File: src/sv/occlusion_edge_valid_mask_core_defines.svh
// Assertion macros shared by the occlusion mask RTL.
// Both sample on the rising edge of clk.
`ifndef OCCLUSION_EDGE_VALID_MASK_CORE_DEFINES_SVH
`define OCCLUSION_EDGE_VALID_MASK_CORE_DEFINES_SVH

// Check that is switched off while rst is high.
`define OEVM_ASSERT(name, prop, msg) \
  name: assert property (@(posedge clk) disable iff (rst) prop) \
    else $error(msg);

// Check that also holds across reset.
`define OEVM_ASSERT_ALWAYS(name, prop, msg) \
  name: assert property (@(posedge clk) prop) \
    else $error(msg);

`endif

File: src/sv/oevm_pkg.sv
`timescale 1ns / 1ps
package oevm_pkg;

  // Widths fixed by the item and register formats
  localparam int LABEL_W = 16;
  localparam int DEPTH_IN_W = 16;
  localparam int IMG_W_W = 11;
  localparam int IMG_H_W = 13;
  localparam int ROW_W = 12;
  localparam int MAX_HEIGHT = 4096;

  // Register reset values
  localparam logic [IMG_W_W-1:0] WIDTH_RESET = 11'd640;
  localparam logic [IMG_H_W-1:0] HEIGHT_RESET = 13'd480;

  // Register indexes (paddr bit 2)
  localparam logic REG_WIDTH = 1'b0;
  localparam logic REG_HEIGHT = 1'b1;

  // Item kinds
  localparam logic KIND_PIXEL = 1'b0;
  localparam logic KIND_DRAIN = 1'b1;

  // Default sizes
  localparam int DEF_MAX_WIDTH = 1024;
  localparam int DEF_DEPTH_BITS = 16;
  localparam int QUEUE_DEPTH = 4;
  localparam int OUT_DEPTH = 4;

  // Control word carried from the front end to the back end
  typedef struct packed {
    logic pixel;      // item writes the line store and shifts the window
    logic emit;       // item produces a result beat
    logic check;      // result comes from the window test
    logic frame_end;  // last result of the frame
  } ctl_t;

  // Result beat
  typedef struct packed {
    logic pixel_valid;
    logic frame_end;
  } res_t;

endpackage

File: src/sv/oevm_front.sv
`timescale 1ns / 1ps
module oevm_front import oevm_pkg::*; #(
  parameter int MAX_WIDTH = DEF_MAX_WIDTH,
  parameter int DW = DEF_DEPTH_BITS
) (
  input  logic                           clk,
  input  logic                           rst,
  input  logic                           push,
  output logic                           full,
  input  logic                           kind,
  input  logic [LABEL_W-1:0]             instance_label,
  input  logic [DEPTH_IN_W-1:0]          pixel_depth,
  input  logic [$clog2(MAX_WIDTH+1)-1:0] w_eff,
  input  logic [IMG_H_W-1:0]             h_eff,
  input  logic                           q_full,
  output logic                           q_push,
  output ctl_t                           q_ctl,
  output logic [LABEL_W-1:0]             q_label,
  output logic [DW-1:0]                  q_depth,
  output logic [$clog2(MAX_WIDTH)-1:0]   q_col
);

  localparam int EW = $clog2(MAX_WIDTH + 1);
  localparam int CW = $clog2(MAX_WIDTH);
  localparam int DLW = $clog2(MAX_WIDTH + 2);

  logic [CW-1:0]    column_count;
  logic [CW-1:0]    column_count_next;
  logic [ROW_W-1:0] row_count;
  logic [ROW_W-1:0] row_count_next;
  logic [DLW-1:0]   drain_left;
  logic [DLW-1:0]   drain_left_next;
  logic             drain_due;
  logic             row_end;
  logic             frame_last;
  logic [EW-1:0]    col_ext;
  logic [IMG_H_W-1:0] row_ext;

  assign full    = q_full;
  assign q_push  = push && !q_full;
  assign q_label = instance_label;
  assign q_depth = pixel_depth[DW-1:0];
  assign q_col   = column_count;

  assign col_ext    = EW'(column_count);
  assign row_ext    = IMG_H_W'(row_count);
  assign drain_due  = (drain_left != '0);
  assign row_end    = (col_ext >= w_eff - EW'(1));
  assign frame_last = (row_ext >= h_eff - IMG_H_W'(1));

  // Classify the item: pending drain result first, then the window result
  always_comb begin
    q_ctl.pixel     = (kind == KIND_PIXEL);
    q_ctl.frame_end = drain_due && (drain_left == DLW'(1));
    q_ctl.emit      = drain_due;
    q_ctl.check     = 1'b0;
    if (!drain_due && kind == KIND_PIXEL &&
        (row_count >= ROW_W'(2) || (row_count == ROW_W'(1) && column_count != '0))) begin
      q_ctl.emit  = 1'b1;
      q_ctl.check = (row_count >= ROW_W'(2)) && (row_ext <= h_eff - IMG_H_W'(1)) &&
                    (column_count >= CW'(2)) && (col_ext <= w_eff - EW'(1));
    end
  end

  // Raster position and drain count
  always_comb begin
    column_count_next = column_count;
    row_count_next    = row_count;
    drain_left_next   = drain_due ? drain_left - DLW'(1) : drain_left;
    if (kind == KIND_PIXEL) begin
      if (row_end) begin
        column_count_next = '0;
        if (frame_last) begin
          row_count_next  = '0;
          drain_left_next = DLW'(w_eff) + DLW'(1);
        end else begin
          row_count_next = row_count + ROW_W'(1);
        end
      end else begin
        column_count_next = column_count + CW'(1);
      end
    end
  end

  always_ff @(posedge clk) begin
    if (rst) begin
      column_count <= '0;
      row_count    <= '0;
      drain_left   <= '0;
    end else if (q_push) begin
      column_count <= column_count_next;
      row_count    <= row_count_next;
      drain_left   <= drain_left_next;
    end
  end

endmodule

File: config.mk
export PLATFORM = sky130hd
export DESIGN_NAME = oevm_front
export DESIGN_NICKNAME = d
export VERILOG_FILES = /design/src/sv/occlusion_edge_valid_mask_core_defines.svh /design/src/sv/oevm_pkg.sv /design/src/sv/oevm_front.sv
export SDC_FILE = /design/constraint.sdc
export NUM_CORES = 1
export LEC_CHECK = 0
export BUFFER_PORTS_ARGS = -buffer_cell sky130_fd_sc_hd__buf_4
export CAP_MARGIN = 40
export CORE_ASPECT_RATIO = 0.8
export CORE_MARGIN = 4
export CORE_UTILIZATION = 43
export CTS_BUF_LIST = sky130_fd_sc_hd__clkbuf_4 sky130_fd_sc_hd__clkbuf_8
export CTS_CLUSTER_DIAMETER = 60
export DETAILED_ROUTE_END_ITERATION = 16
export PLACE_DENSITY = 0.7
export SKIP_LAST_GASP = 1
export SLEW_MARGIN = 25
export SYNTH_ARGS = -nofsm -noshare
export SYNTH_HDL_FRONTEND = slang
export SYNTH_SLANG_ARGS = --single-unit
File: constraint.sdc
create_clock -name clk -period 8.4 [get_ports clk]
set_input_delay 1.26 -clock clk [delete_from_list [all_inputs] [get_ports clk]]
set_output_delay 1.26 -clock clk [all_outputs]
set_load 0.005 [all_outputs]
==> out/metrics.yaml <==
status:
  status: "completed"
critical_path:
  critPathMaxFanout: 5
  r2r_slack_ns: 5.78
  critPathKind: "input pin to output port"
  crit_top_cell: "buf_4"
  cpPeakStageDelay_ns: 0.34
  cp.arrival_ns: 3.90
  cp-start-kind: "input pin"
  critPathSlowestCell: "or3_1"
  required_ns: 7.14
  crit_chain: "buf_4 > nor3_1 > nand2b_1 > or3_1 > nor4_1 > xnor2_1 > ha_1 > nand3_1 > a211o_1 > o211ai_1 > nand2_1 > o2111ai_1 > nor2_1 > buf_4"
  endpoint_kind: "output port"
die:
  io_pins: 109
  die_y_um: 84.6
  start_util: 0.451
  dieArea_um2: 8780
  die_w_um: 104
  core_um2: 6990
  rows: 27
yosys:
  synthArstFlopShare: 0
  synthCells: 408
  synth_edf_count: 0
  syn_nets: 502
  ys.flop_type: "dfxtp_1"
  netlist_area_um2: 3160
  yosysWarnings: 0
  seq_area_frac_synth: 0.209
  ys_ff_latch: 33
  avgSynthCellArea_um2: 7.74
  synth_cell_types: 55
final_layout:
  fin_nets: 509
  antenna_cells: 0
  ff_latch_area_um2: 661
  n_fill_cell: 681
  multi_input_area_um2: 2110
  fin_cells: 503
  drive_gt1_frac: 0.147
  final_util: 0.488
  area_delta_synth_final_pct: 8.01
power:
  cellLeakagePower_nw: 1.38
  power.total_uw: 545
  vdd_ir_drop_max_mv: 0.116
  pwr_density_cell_nw_per_um2: 160
placement:
  gp_congestion: 0.857
  dp_cells: 495
  place.detailed.hpwl_mm: 5.63
  io_buffers: 44
detailed_routing:
  wl_per_cell_um: 14.2
  dr.first_iter.drc_count: 140
  ant_nets: 0
  wl_mm: 7.12
  dr.pass1.iters: 4
  drc: 0
  num_vias: 2788
  via_per_inst: 5.54
sta:
  rsz0062_at_grt: "no"
  finalCritPeriodShare: 0.615
  tns_ns: 0
  slew_viol_final: 0
  max_slew.worst_pin.slew_ns: 0.749
  fmax_mhz: 194
  fin_skew_ns: 0.00752
  finalHoldViolCount: 0
  setup_viol: 0
  relSlewSlack: 0.500
  fin_crit_ns: 5.16
global_route:
  grt.overflow.total: 0
  grt_pass1_vias: 2559
  grt_max_degree: 20
  grt_util_met1: 0.220
  grt_pass1_wl_mm: 12.0
  met2_usage: 0.251
  busiest_layer: "met2"
  antenna_found_initial: 0
  grt_use_total: 0.161
  met3_usage: 0.0400
clock_tree:
  clkSinkCount: 33
  postCtsSetupBuffers: 0
  clockBufferDepth: 2
  cts-root-buf: "clkbuf_8"
  cts_tree: "built"
  htreeDepth: 2
  path_clk_slew_ns: 0.06
  cts_hold_buf: 0
  cts_buffers: 5
  post_cts_resized: 0
  insertion_delay_ns: 0.29
run:
  drv_cap: 0
hold_path:
  min_path_type: "register to register"
through the flow:
stage	instance area (µm²)	worst slack (ns)	hold slack (ns)
final	3410	3.24	0.562
after global routing	3410	3.06	0.598
after CTS	3410	3.24	0.566
after detailed placement	3290	3.24	0.555
after global placement	3290	3.28	0.542
after floorplan	3160	3.59	0.505
path summary, 6_finish.rpt:
check / to / depth (start not counted) / start
worst max-delay path: q_ctl[1] / 14 / w_eff[1]
worst min-delay path: drain_left[10] / 2 / drain_left[10]
worst max register to register: drain_left[4] / 8 / row_count[10]
worst min register to register: drain_left[10] / 2 / drain_left[10]
critical path: cells and delay by family:
family | cells | cell delay [ns]
fa+ha+maj | 1 | 0.29
buf+inv | 2 | 0.27
xor+xnor | 1 | 0.11
simple gates | 7 | 1.26
compound gates | 3 | 0.70
cells in the final DEF (no fill, tap or decap), types with 7 or more instances in the layout:
cell type / instances
xnor2_1: 33
nand4_1: 7
nor2_1: 49
nand3_1: 23
o21ai_0: 7
nor3_1: 20
buf_4: 44
xor2_1: 14
nand2_1: 27
dfxtp_1: 33
ha_1: 33
a21oi_1: 21
nor4_1: 17
inv_1: 19
layout make-up:
cell class / count / area share
repair buffers: 44 / 0.0969
multi-input cells: 311 / 0.620
flip-flops and latches: 33 / 0.194
clock buffers: 7 / 0.0264
clock inverters: 1 / 0.00881
well taps: 87 / 0.0319
inverters: 20 / 0.0220
sequential cells by signal, summed over array words and instances, names as in the netlist:
register	flops
row_count	12
drain_left	11
q_col	10
logic make-up after synthesis:
group / Yosys count / synth area share
AND/OR/NAND/NOR: 174 / 0.287
multiplexers: 2 / 0.00634
XOR/XNOR: 47 / 0.130
AO/OA/AOI/OAI: 55 / 0.116
adder cells (fa/ha/maj): 33 / 0.131
flip-flops: 33 / 0.209
buffers and inverters: 64 / 0.121
cells in the mapped netlist, types with 2 or more instances:
cell | n | share of area
o21ai_0 | 7 | 0.011
o31a_1 | 2 | 0.0055
dfxtp_1 | 33 | 0.21
a21oi_1 | 21 | 0.033
nand4_1 | 7 | 0.014
o2111ai_1 | 2 | 0.0055
xnor2_1 | 33 | 0.092
nor2_1 | 49 | 0.058
or3_1 | 4 | 0.0079
xor2_1 | 14 | 0.039
nor4_1 | 17 | 0.034
a21o_1 | 3 | 0.0071
inv_1 | 19 | 0.023
o21a_1 | 3 | 0.0071
buf_2 | 2 | 0.0032
buf_4 | 33 | 0.078
o211ai_1 | 2 | 0.0048
nor3b_1 | 2 | 0.0048
mux2i_1 | 2 | 0.0063
and3_1 | 5 | 0.0099
nand3_1 | 23 | 0.036
nand2_1 | 27 | 0.032
a31oi_1 | 2 | 0.0040
buf_6 | 2 | 0.0071
nand2b_1 | 2 | 0.0040
ha_1 | 33 | 0.13
or4_1 | 5 | 0.012
clkbuf_1 | 7 | 0.0083
nand3b_1 | 2 | 0.0048
nor3_1 | 20 | 0.032
power by group:
group	total [mW]	switching [mW]	internal [mW]
Clock	0.160	0.0604	0.100
Sequential	0.192	0.0201	0.172
Combinational	0.193	0.113	0.0804
Total	0.545	0.193	0.352
layer usage:
| layer | wire, µm | vias up |
|---|---|---|
| met5 | 0 | - |
| met4 | 98 | 0 |
| met3 | 315 | 14 |
| met2 | 3140 | 65 |
| met1 | 3570 | 1283 |
| li1 | - | 1426 |
No activity file was read; power rests on OpenSTA's default activity.
