==> src/sv/occlusion_edge_valid_mask_core_defines.svh <==
// Assertion macros shared by the occlusion mask RTL.
// Both sample on the rising edge of clk.
`ifndef OCCLUSION_EDGE_VALID_MASK_CORE_DEFINES_SVH
`define OCCLUSION_EDGE_VALID_MASK_CORE_DEFINES_SVH

// Check that is switched off while rst is high.
`define OEVM_ASSERT(name, prop, msg) \
  name: assert property (@(posedge clk) disable iff (rst) prop) \
    else $error(msg);

// Check that also holds across reset.
`define OEVM_ASSERT_ALWAYS(name, prop, msg) \
  name: assert property (@(posedge clk) prop) \
    else $error(msg);

`endif

==> src/sv/oevm_pkg.sv <==
`timescale 1ns / 1ps
package oevm_pkg;

  // Widths fixed by the item and register formats
  localparam int LABEL_W = 16;
  localparam int DEPTH_IN_W = 16;
  localparam int IMG_W_W = 11;
  localparam int IMG_H_W = 13;
  localparam int ROW_W = 12;
  localparam int MAX_HEIGHT = 4096;

  // Register reset values
  localparam logic [IMG_W_W-1:0] WIDTH_RESET = 11'd640;
  localparam logic [IMG_H_W-1:0] HEIGHT_RESET = 13'd480;

  // Register indexes (paddr bit 2)
  localparam logic REG_WIDTH = 1'b0;
  localparam logic REG_HEIGHT = 1'b1;

  // Item kinds
  localparam logic KIND_PIXEL = 1'b0;
  localparam logic KIND_DRAIN = 1'b1;

  // Default sizes
  localparam int DEF_MAX_WIDTH = 1024;
  localparam int DEF_DEPTH_BITS = 16;
  localparam int QUEUE_DEPTH = 4;
  localparam int OUT_DEPTH = 4;

  // Control word carried from the front end to the back end
  typedef struct packed {
    logic pixel;      // item writes the line store and shifts the window
    logic emit;       // item produces a result beat
    logic check;      // result comes from the window test
    logic frame_end;  // last result of the frame
  } ctl_t;

  // Result beat
  typedef struct packed {
    logic pixel_valid;
    logic frame_end;
  } res_t;

endpackage

==> src/sv/oevm_fifo.sv <==
`timescale 1ns / 1ps
module oevm_fifo import oevm_pkg::*; #(
  parameter int WIDTH = 2,
  parameter int DEPTH = QUEUE_DEPTH
) (
  input  logic             clk,
  input  logic             rst,
  input  logic             push,
  input  logic [WIDTH-1:0] wdata,
  output logic             full,
  input  logic             pop,
  output logic [WIDTH-1:0] rdata,
  output logic             empty
);

  localparam int AW = (DEPTH > 1) ? $clog2(DEPTH) : 1;
  localparam int CNTW = $clog2(DEPTH + 1);

  logic [WIDTH-1:0] store [DEPTH];
  logic [AW-1:0]    wr_ptr;
  logic [AW-1:0]    rd_ptr;
  logic [CNTW-1:0]  count;
  logic             do_push;
  logic             do_pop;

  assign full    = (count == CNTW'(DEPTH));
  assign empty   = (count == '0);
  assign do_push = push && !full;
  assign do_pop  = pop && !empty;
  assign rdata   = store[rd_ptr];

  // Entry storage
  always_ff @(posedge clk) begin
    if (do_push) begin
      store[wr_ptr] <= wdata;
    end
  end

  // Pointers and fill level
  always_ff @(posedge clk) begin
    if (rst) begin
      wr_ptr <= '0;
      rd_ptr <= '0;
      count  <= '0;
    end else begin
      if (do_push) begin
        wr_ptr <= (wr_ptr == AW'(DEPTH - 1)) ? '0 : wr_ptr + AW'(1);
      end
      if (do_pop) begin
        rd_ptr <= (rd_ptr == AW'(DEPTH - 1)) ? '0 : rd_ptr + AW'(1);
      end
      if (do_push && !do_pop) begin
        count <= count + CNTW'(1);
      end else if (do_pop && !do_push) begin
        count <= count - CNTW'(1);
      end
    end
  end

endmodule

==> config.mk <==
export PLATFORM = sky130hd
export DESIGN_NAME = oevm_fifo
export DESIGN_NICKNAME = d
export VERILOG_FILES = /design/src/sv/occlusion_edge_valid_mask_core_defines.svh /design/src/sv/oevm_pkg.sv /design/src/sv/oevm_fifo.sv
export SDC_FILE = /design/constraint.sdc
export NUM_CORES = 1
export LEC_CHECK = 0
export ABC_AREA = 1
export BUFFER_PORTS_ARGS = -buffer_cell sky130_fd_sc_hd__clkbuf_2
export CORE_MARGIN = 3
export CORE_UTILIZATION = 54
export DETAILED_ROUTE_END_ITERATION = 8
export PLACE_DENSITY = 0.71
export SYNTH_ARGS = -nofsm -noshare
export SYNTH_HDL_FRONTEND = slang
export SYNTH_SLANG_ARGS = --single-unit
export TNS_END_PERCENT = 20
==> constraint.sdc <==
create_clock -name clk -period 2.4 [get_ports clk]
set_input_delay 0.48 -clock clk [delete_from_list [all_inputs] [get_ports clk]]
set_output_delay 0.48 -clock clk [all_outputs]
set_load 0.005 [all_outputs]
==> impl_metrics.ini, run 1 <==
[global_route]
grt_max_degree = 10
initial_antenna_violation_count = 0
first_global_vias = 555
grt_overflow_total = 0
groute.usage.overall_pct = 16.5
grt_first_pass_wirelength_microns = 2350

[die]
core_sq_um = 1350
io_pins = 10
floorplan.die.width_microns = 44.8
die_h_microns = 44.8
rows = 13
die_area_sq_um = 2000
floorplan.initialDensity_pct = 60.1

[critical_path]
biggest_fanout_along_the_worst_timing_path = 6
critPathKind = reg -> reg
critPathArrivalTime_ns = 2.11
number_of_cells_traversed_by_the_worst_register_to_register_path = 9
required_ns = 2.58
critical_path.endpoint_type = flop
setup.worst_path.start_class = flop

[sta]
final.setup.tns_ns = 0
post-route-period-util_pct = 80.4
grt_setup_unrepaired = false
finalWorstSetupSlack_ns = 0.471
tightestPinTransition_ns = 0.206
setup_violations = 0
slew_headroom_pct = 86.2
max_slew_vio_count = 0
finalHoldViolCount = 0
upper_clock_frequency_limit_mhz = 518
layout_min_cycle_time_ns = 1.93
finClkSkew_ns = 0.00533

[synth]
asyncSetResetFlopFracSynth_pct = 0
mux_share_of_post_synthesis_cell_area_pct = 0
area_fraction_in_compound_gates_after_synthesis_pct = 7.72
synth_nets = 104
synth_adder_area_share_pct = 11.7
synth_top_flop_cell = dfxtp_1
yosys.area.top_type_share_pct = 29.6
post_synth_edffs = 8
ys_seq_area_share_pct = 51.9
post_synth_num_cell_types = 16
synth-xor-area-share_pct = 0
ranking_of_synthesized_cells_by_instance_count = inv_1, nor2_1, nand2_1, dfxtp_1, edfxtp_1
synth_top_family_by_area = simple AND/OR/NAND/NOR gates
post_synthesis_instance_total = 91
post-synth-top-count-cell = inv_1
ys_seq_elements = 17
syn_area_sq_um = 811
synth.largest_area_cell = edfxtp_1
syn-mean-instance-area_sq_um = 8.91
synth_area_leaders = edfxtp_1, dfxtp_1, ha_1, inv_1, nor2_1
fraction_of_the_mapped_netlist_area_in_simple_logic_gates_pct = 20.4
yosys_warnings = 0

[place]
place_worst_setup_slack_ns = 0.493
gp_routability_congestion = 0.753
place.port_buffers = 9
postPlaceCellArea_sq_um = 875
post-place-cells = 115
dp.final_hpwl_microns = 999

[clock_tree]
cts_resized = 0
cts_made_buffers = 3
cts-root-to-sink-buffers = 2
worstSkewPairLatency_ns = 0.29
cts.repair_timing.setup_buffer_count = 0
clk_pin_slew_ns = 0.09
clock_tree.root_cell = clkbuf_4
cts.htree.levels = 1
cts.sinks = 17
cts_hold_buf = 0
cts_tree = built

[final_layout]
fill_cells = 117
sequential_cell_area_sq_um = 420
fin_nets = 118
stdcell_count = 119
diode_insertion_count_for_antenna_repair = 0
share_of_cells_above_drive_strength_1_pct = 16.3
multi_input_comb_area_sq_um = 323
layout.cell_area.non_filler_sq_um = 901
layout-area-overhead-vs-synth_pct = 11.1

[power_and_ir_drop]
vdd.ir_drop.worst_uv = 817
power.leakage_nw = 0.433
areal_power_density_over_the_cells_nw_per_um2 = 1070
power_mw = 0.966

[route]
wl_per_cell_microns = 10.4
postRouteWirelength_microns = 1240
drt-pass1-iter-count = 6
detail_route.iter0.violations = 7
dr_total_vias = 587
drc_violations = 0
antenna_left = 0
viasPerCell = 4.93

[job]
drv_cap = 0

[outcome]
run_status = finished, final reports clean

[worst_hold_path]
min-delay-path-class = in -> reg
hold_depth = 1
==> critical path, stage by stage (launching register included) <==
cell,delay [ns]
dfxtp_1,0.37
nor2_2,0.18
nand2_2,0.11
nand2_1,0.16
inv_1,0.06
ha_1,0.21
inv_1,0.09
fa_1,0.41
o21ai_0,0.18
nor2_1,0.07
==> where the power goes <==
| part | switching (mW) | internal, mW |
|---|---|---|
| Sequential | 0.0567 | 0.374 |
| Clock | 0.0828 | 0.0646 |
| Combinational | 0.231 | 0.157 |
==> stage by stage <==
stage | hold slack [ns] | util, %
5_1_grt | 0.400 | 66.7
3_3_place_gp | 0.502 | 64.8
2_1_floorplan | 0.476 | -
4_1_cts | 0.411 | 66.7
6_report | 0.411 | 66.7
3_5_place_dp | 0.518 | 64.8
==> placed cells by master (no fill, tap or decap), drive strengths merged <==
cell type,synthesis,layout
nand4,1,1
a21oi,4,4
o21ai,6,6
nor2,18,18
nand3b,2,2
edfxtp,8,8
inv,18,18
o22ai,2,2
ha,6,6
clkbuf,0,13
fa,1,1
dfxtp,9,9
nand3,2,2
nand2,14,14
==> final timing paths <==
kind / start / to / slack [ns]
worst max-delay path: count[0]$_SDFFE_PP0P_ / count[1]$_SDFFE_PP0P_ / 0.47
worst min-delay path: wdata[1] / store[2][1]$_DFFE_PP_ / 0.41
worst max register to register: count[0]$_SDFFE_PP0P_ / count[1]$_SDFFE_PP0P_ / 0.47
worst min register to register: rd_ptr[1]$_SDFFE_PP0P_ / flop / 0.52
==> cell families (layout without fill, tap and decap cells) <==
family / Yosys count / in the layout
AOI/OAI and AO/OA: 12 / 12
adders and majority gates: 7 / 7
buffers and inverters: 18 / 31
DFF: 17 / 17
and+or+nand+nor: 37 / 37
==> layer usage <==
layer  part of all wire [%]  vias to the layer above  GRT usage, %
met3                    4.1                        4          3.59
met5                      0                        -             0
met2                     51                       11          27.2
met1                     43                      259          19.8
li1                       -                      313             -
met4                    2.0                        0          9.04
==> final cells by class <==
class                           instances  share of cell area [%]
Sequential cell                        17                    46.7
Multi-Input combinational cell         56                    35.8
Inverter                               18                    7.50
Timing Repair Buffer                    9                    5.00
Clock buffer                            4                    2.92
Tap cell                               15                    2.08
No activity file was read; power rests on OpenSTA's default activity.
==> inputs of run 2 (changes only) <==
==> constraint.sdc (replaced) <==
create_clock -name clk -period 1.78 [get_ports clk]
set_input_delay 0.356 -clock clk [delete_from_list [all_inputs] [get_ports clk]]
set_output_delay 0.356 -clock clk [all_outputs]
set_load 0.005 [all_outputs]
==> impl_metrics.ini, run 2 (synthesized netlist as in run 1, its figures left out) <==
[outcome]
run_status = finished, final reports clean

[place]
dp.final_hpwl_microns = 987
gp_routability_congestion = 0.820
place.port_buffers = 9
place_worst_setup_slack_ns = 0.0886
postPlaceCellArea_sq_um = 897

[critical_path]
critPathArrivalTime_ns = 1.93
critPathTopFamily = adder cells
critPathBufInv = 2
required_ns = 1.97
biggest_fanout_along_the_worst_timing_path = 3
worstPathCellList = nor2_4, nand2_2, nand2_1, inv_1, ha_2, inv_1, fa_2, o21ai_0, nor2_1
critPathKind = reg -> reg
critPathSlowestCell = fa_2
critical_path.most_common_cell = inv_1
critical_path.endpoint_type = flop
slowest_delay_ns = 0.42
flop2flop_setup_slack_ns = 0.04
setup.worst_path.start_class = flop

[power_and_ir_drop]
power.leakage_nw = 0.454
areal_power_density_over_the_cells_nw_per_um2 = 1460
vdd.ir_drop.worst_uv = 1020

[final_layout]
fin_nets = 122
sequential_cell_area_sq_um = 424
layout_common_cells = inv_1, nor2_1, nand2_1
share_of_cells_above_drive_strength_1_pct = 23.1
diode_insertion_count_for_antenna_repair = 0
layout.cell_area.non_filler_sq_um = 946
final_common_cell = inv_1
layout-area-overhead-vs-synth_pct = 16.7
multi_input_comb_area_sq_um = 333
fill_cells = 122

[global_route]
first_global_vias = 532
grt_first_pass_wirelength_microns = 2250
grt.met2_usage_pct = 25.2
top_usage_layer = met2
grt_max_degree = 11
grt.met3_usage_pct = 7.17
groute.usage.overall_pct = 16.3
initial_antenna_violation_count = 0
global_route.usage.met1_pct = 18.8
grt_overflow_total = 0

[die]
floorplan.initialDensity_pct = 60.1
core_sq_um = 1350
rows = 13
die_area_sq_um = 2000
io_pins = 10
floorplan.die.width_microns = 44.8
die_h_microns = 44.8

[sta]
finalHoldViolCount = 0
slew_headroom_pct = 87.0
max_slew_vio_count = 0
tightestPinTransition_ns = 0.193
upper_clock_frequency_limit_mhz = 575
final.setup.tns_ns = 0
layout_min_cycle_time_ns = 1.74
finClkSkew_ns = 0.000884
finalWorstSetupSlack_ns = 0.0398
grt_setup_unrepaired = true
setup_violations = 0
post-route-period-util_pct = 97.8

[clock_tree]
clk_pin_slew_ns = 0.09
cts_tree = built
worstSkewPairLatency_ns = 0.29
cts-root-to-sink-buffers = 2
clock_tree.root_cell = clkbuf_4
cts_made_buffers = 3
cts.htree.levels = 1
cts.sinks = 17

[job]
drv_cap = 0

[route]
viasPerCell = 4.79
antenna_left = 0
detail_route.iter0.violations = 7
drc_violations = 0
wl_per_cell_microns = 10.7
dr_total_vias = 589
drt-pass1-iter-count = 4
postRouteWirelength_microns = 1310

[worst_hold_path]
min-delay-path-class = in -> reg
[run 2: changes by cell type in the layout (fill, tap and decap cells not counted), sizes merged]
cell and delta:
clkinv +1, buf +4, clkbuf -1
[run 2: metal layers]
layer  vias to the layer above  wire length, microns
met2                         9                   667
met4                         0                    29
met3                         4                    64
met1                       252                   550
li1                        324                     -
met5                         -                     0
[run 2: where the power goes]
part	internal [mW]	switching (mW)	leakage, nW
Clock	0.0838	0.121	0.0177
Sequential	0.512	0.0768	0.149
Combinational	0.265	0.326	0.288
Total	0.861	0.524	0.454
[run 2: final cells by class]
| class | instances | share of cell area (%) |
|---|---|---|
| flip-flops and latches | 17 | 44.8 |
| clock buffers | 3 | 2.38 |
| well taps | 15 | 1.98 |
| multi-input cells | 56 | 35.2 |
| repair buffers | 13 | 7.94 |
| inverters | 18 | 7.14 |
| clock inverters | 1 | 0.529 |
[run 2: path summary, 6_finish.rpt]
| kind | start | end | cells after the start |
|---|---|---|---|
| hold / removal | wdata[0] | store[0][0]$_DFFE_PP_ | 1 |
| setup / recovery | count[1]$_SDFFE_PP0P_ | count[1]$_SDFFE_PP0P_ | 9 |
| hold reg to reg | rd_ptr[1]$_SDFFE_PP0P_ | rd_ptr[1]$_SDFFE_PP0P_ | 2 |
| setup reg to reg | count[1]$_SDFFE_PP0P_ | count[1]$_SDFFE_PP0P_ | 9 |
[run 2: worst reg2reg max path: cells and delay by family, from the launching register on]
| kind | cells | cell delay [ns] |
|---|---|---|
| adders and majority gates | 2 | 0.60 |
| DFF | 1 | 0.37 |
| and+or+nand+nor | 4 | 0.34 |
| AOI/OAI and AO/OA | 1 | 0.20 |
| buffers and inverters | 2 | 0.13 |
[run 2: metrics by stage]
step	power (mW)	utilization [%]	hold slack, ns	cells
final	1.38	70.1	0.283	123
after detailed placement	1.14	66.5	0.529	118
after global routing	1.54	70.1	0.264	123
after floorplan	0.961	-	0.455	91
after CTS	1.35	68.5	0.273	122
after global placement	1.13	66.5	0.529	118
[run 2: timing repair]
item,in CTS,in global routing
resized for setup,0,5
hold buffers,0,0
endpoints found under the setup margin,0,2
buffers inserted,0,1
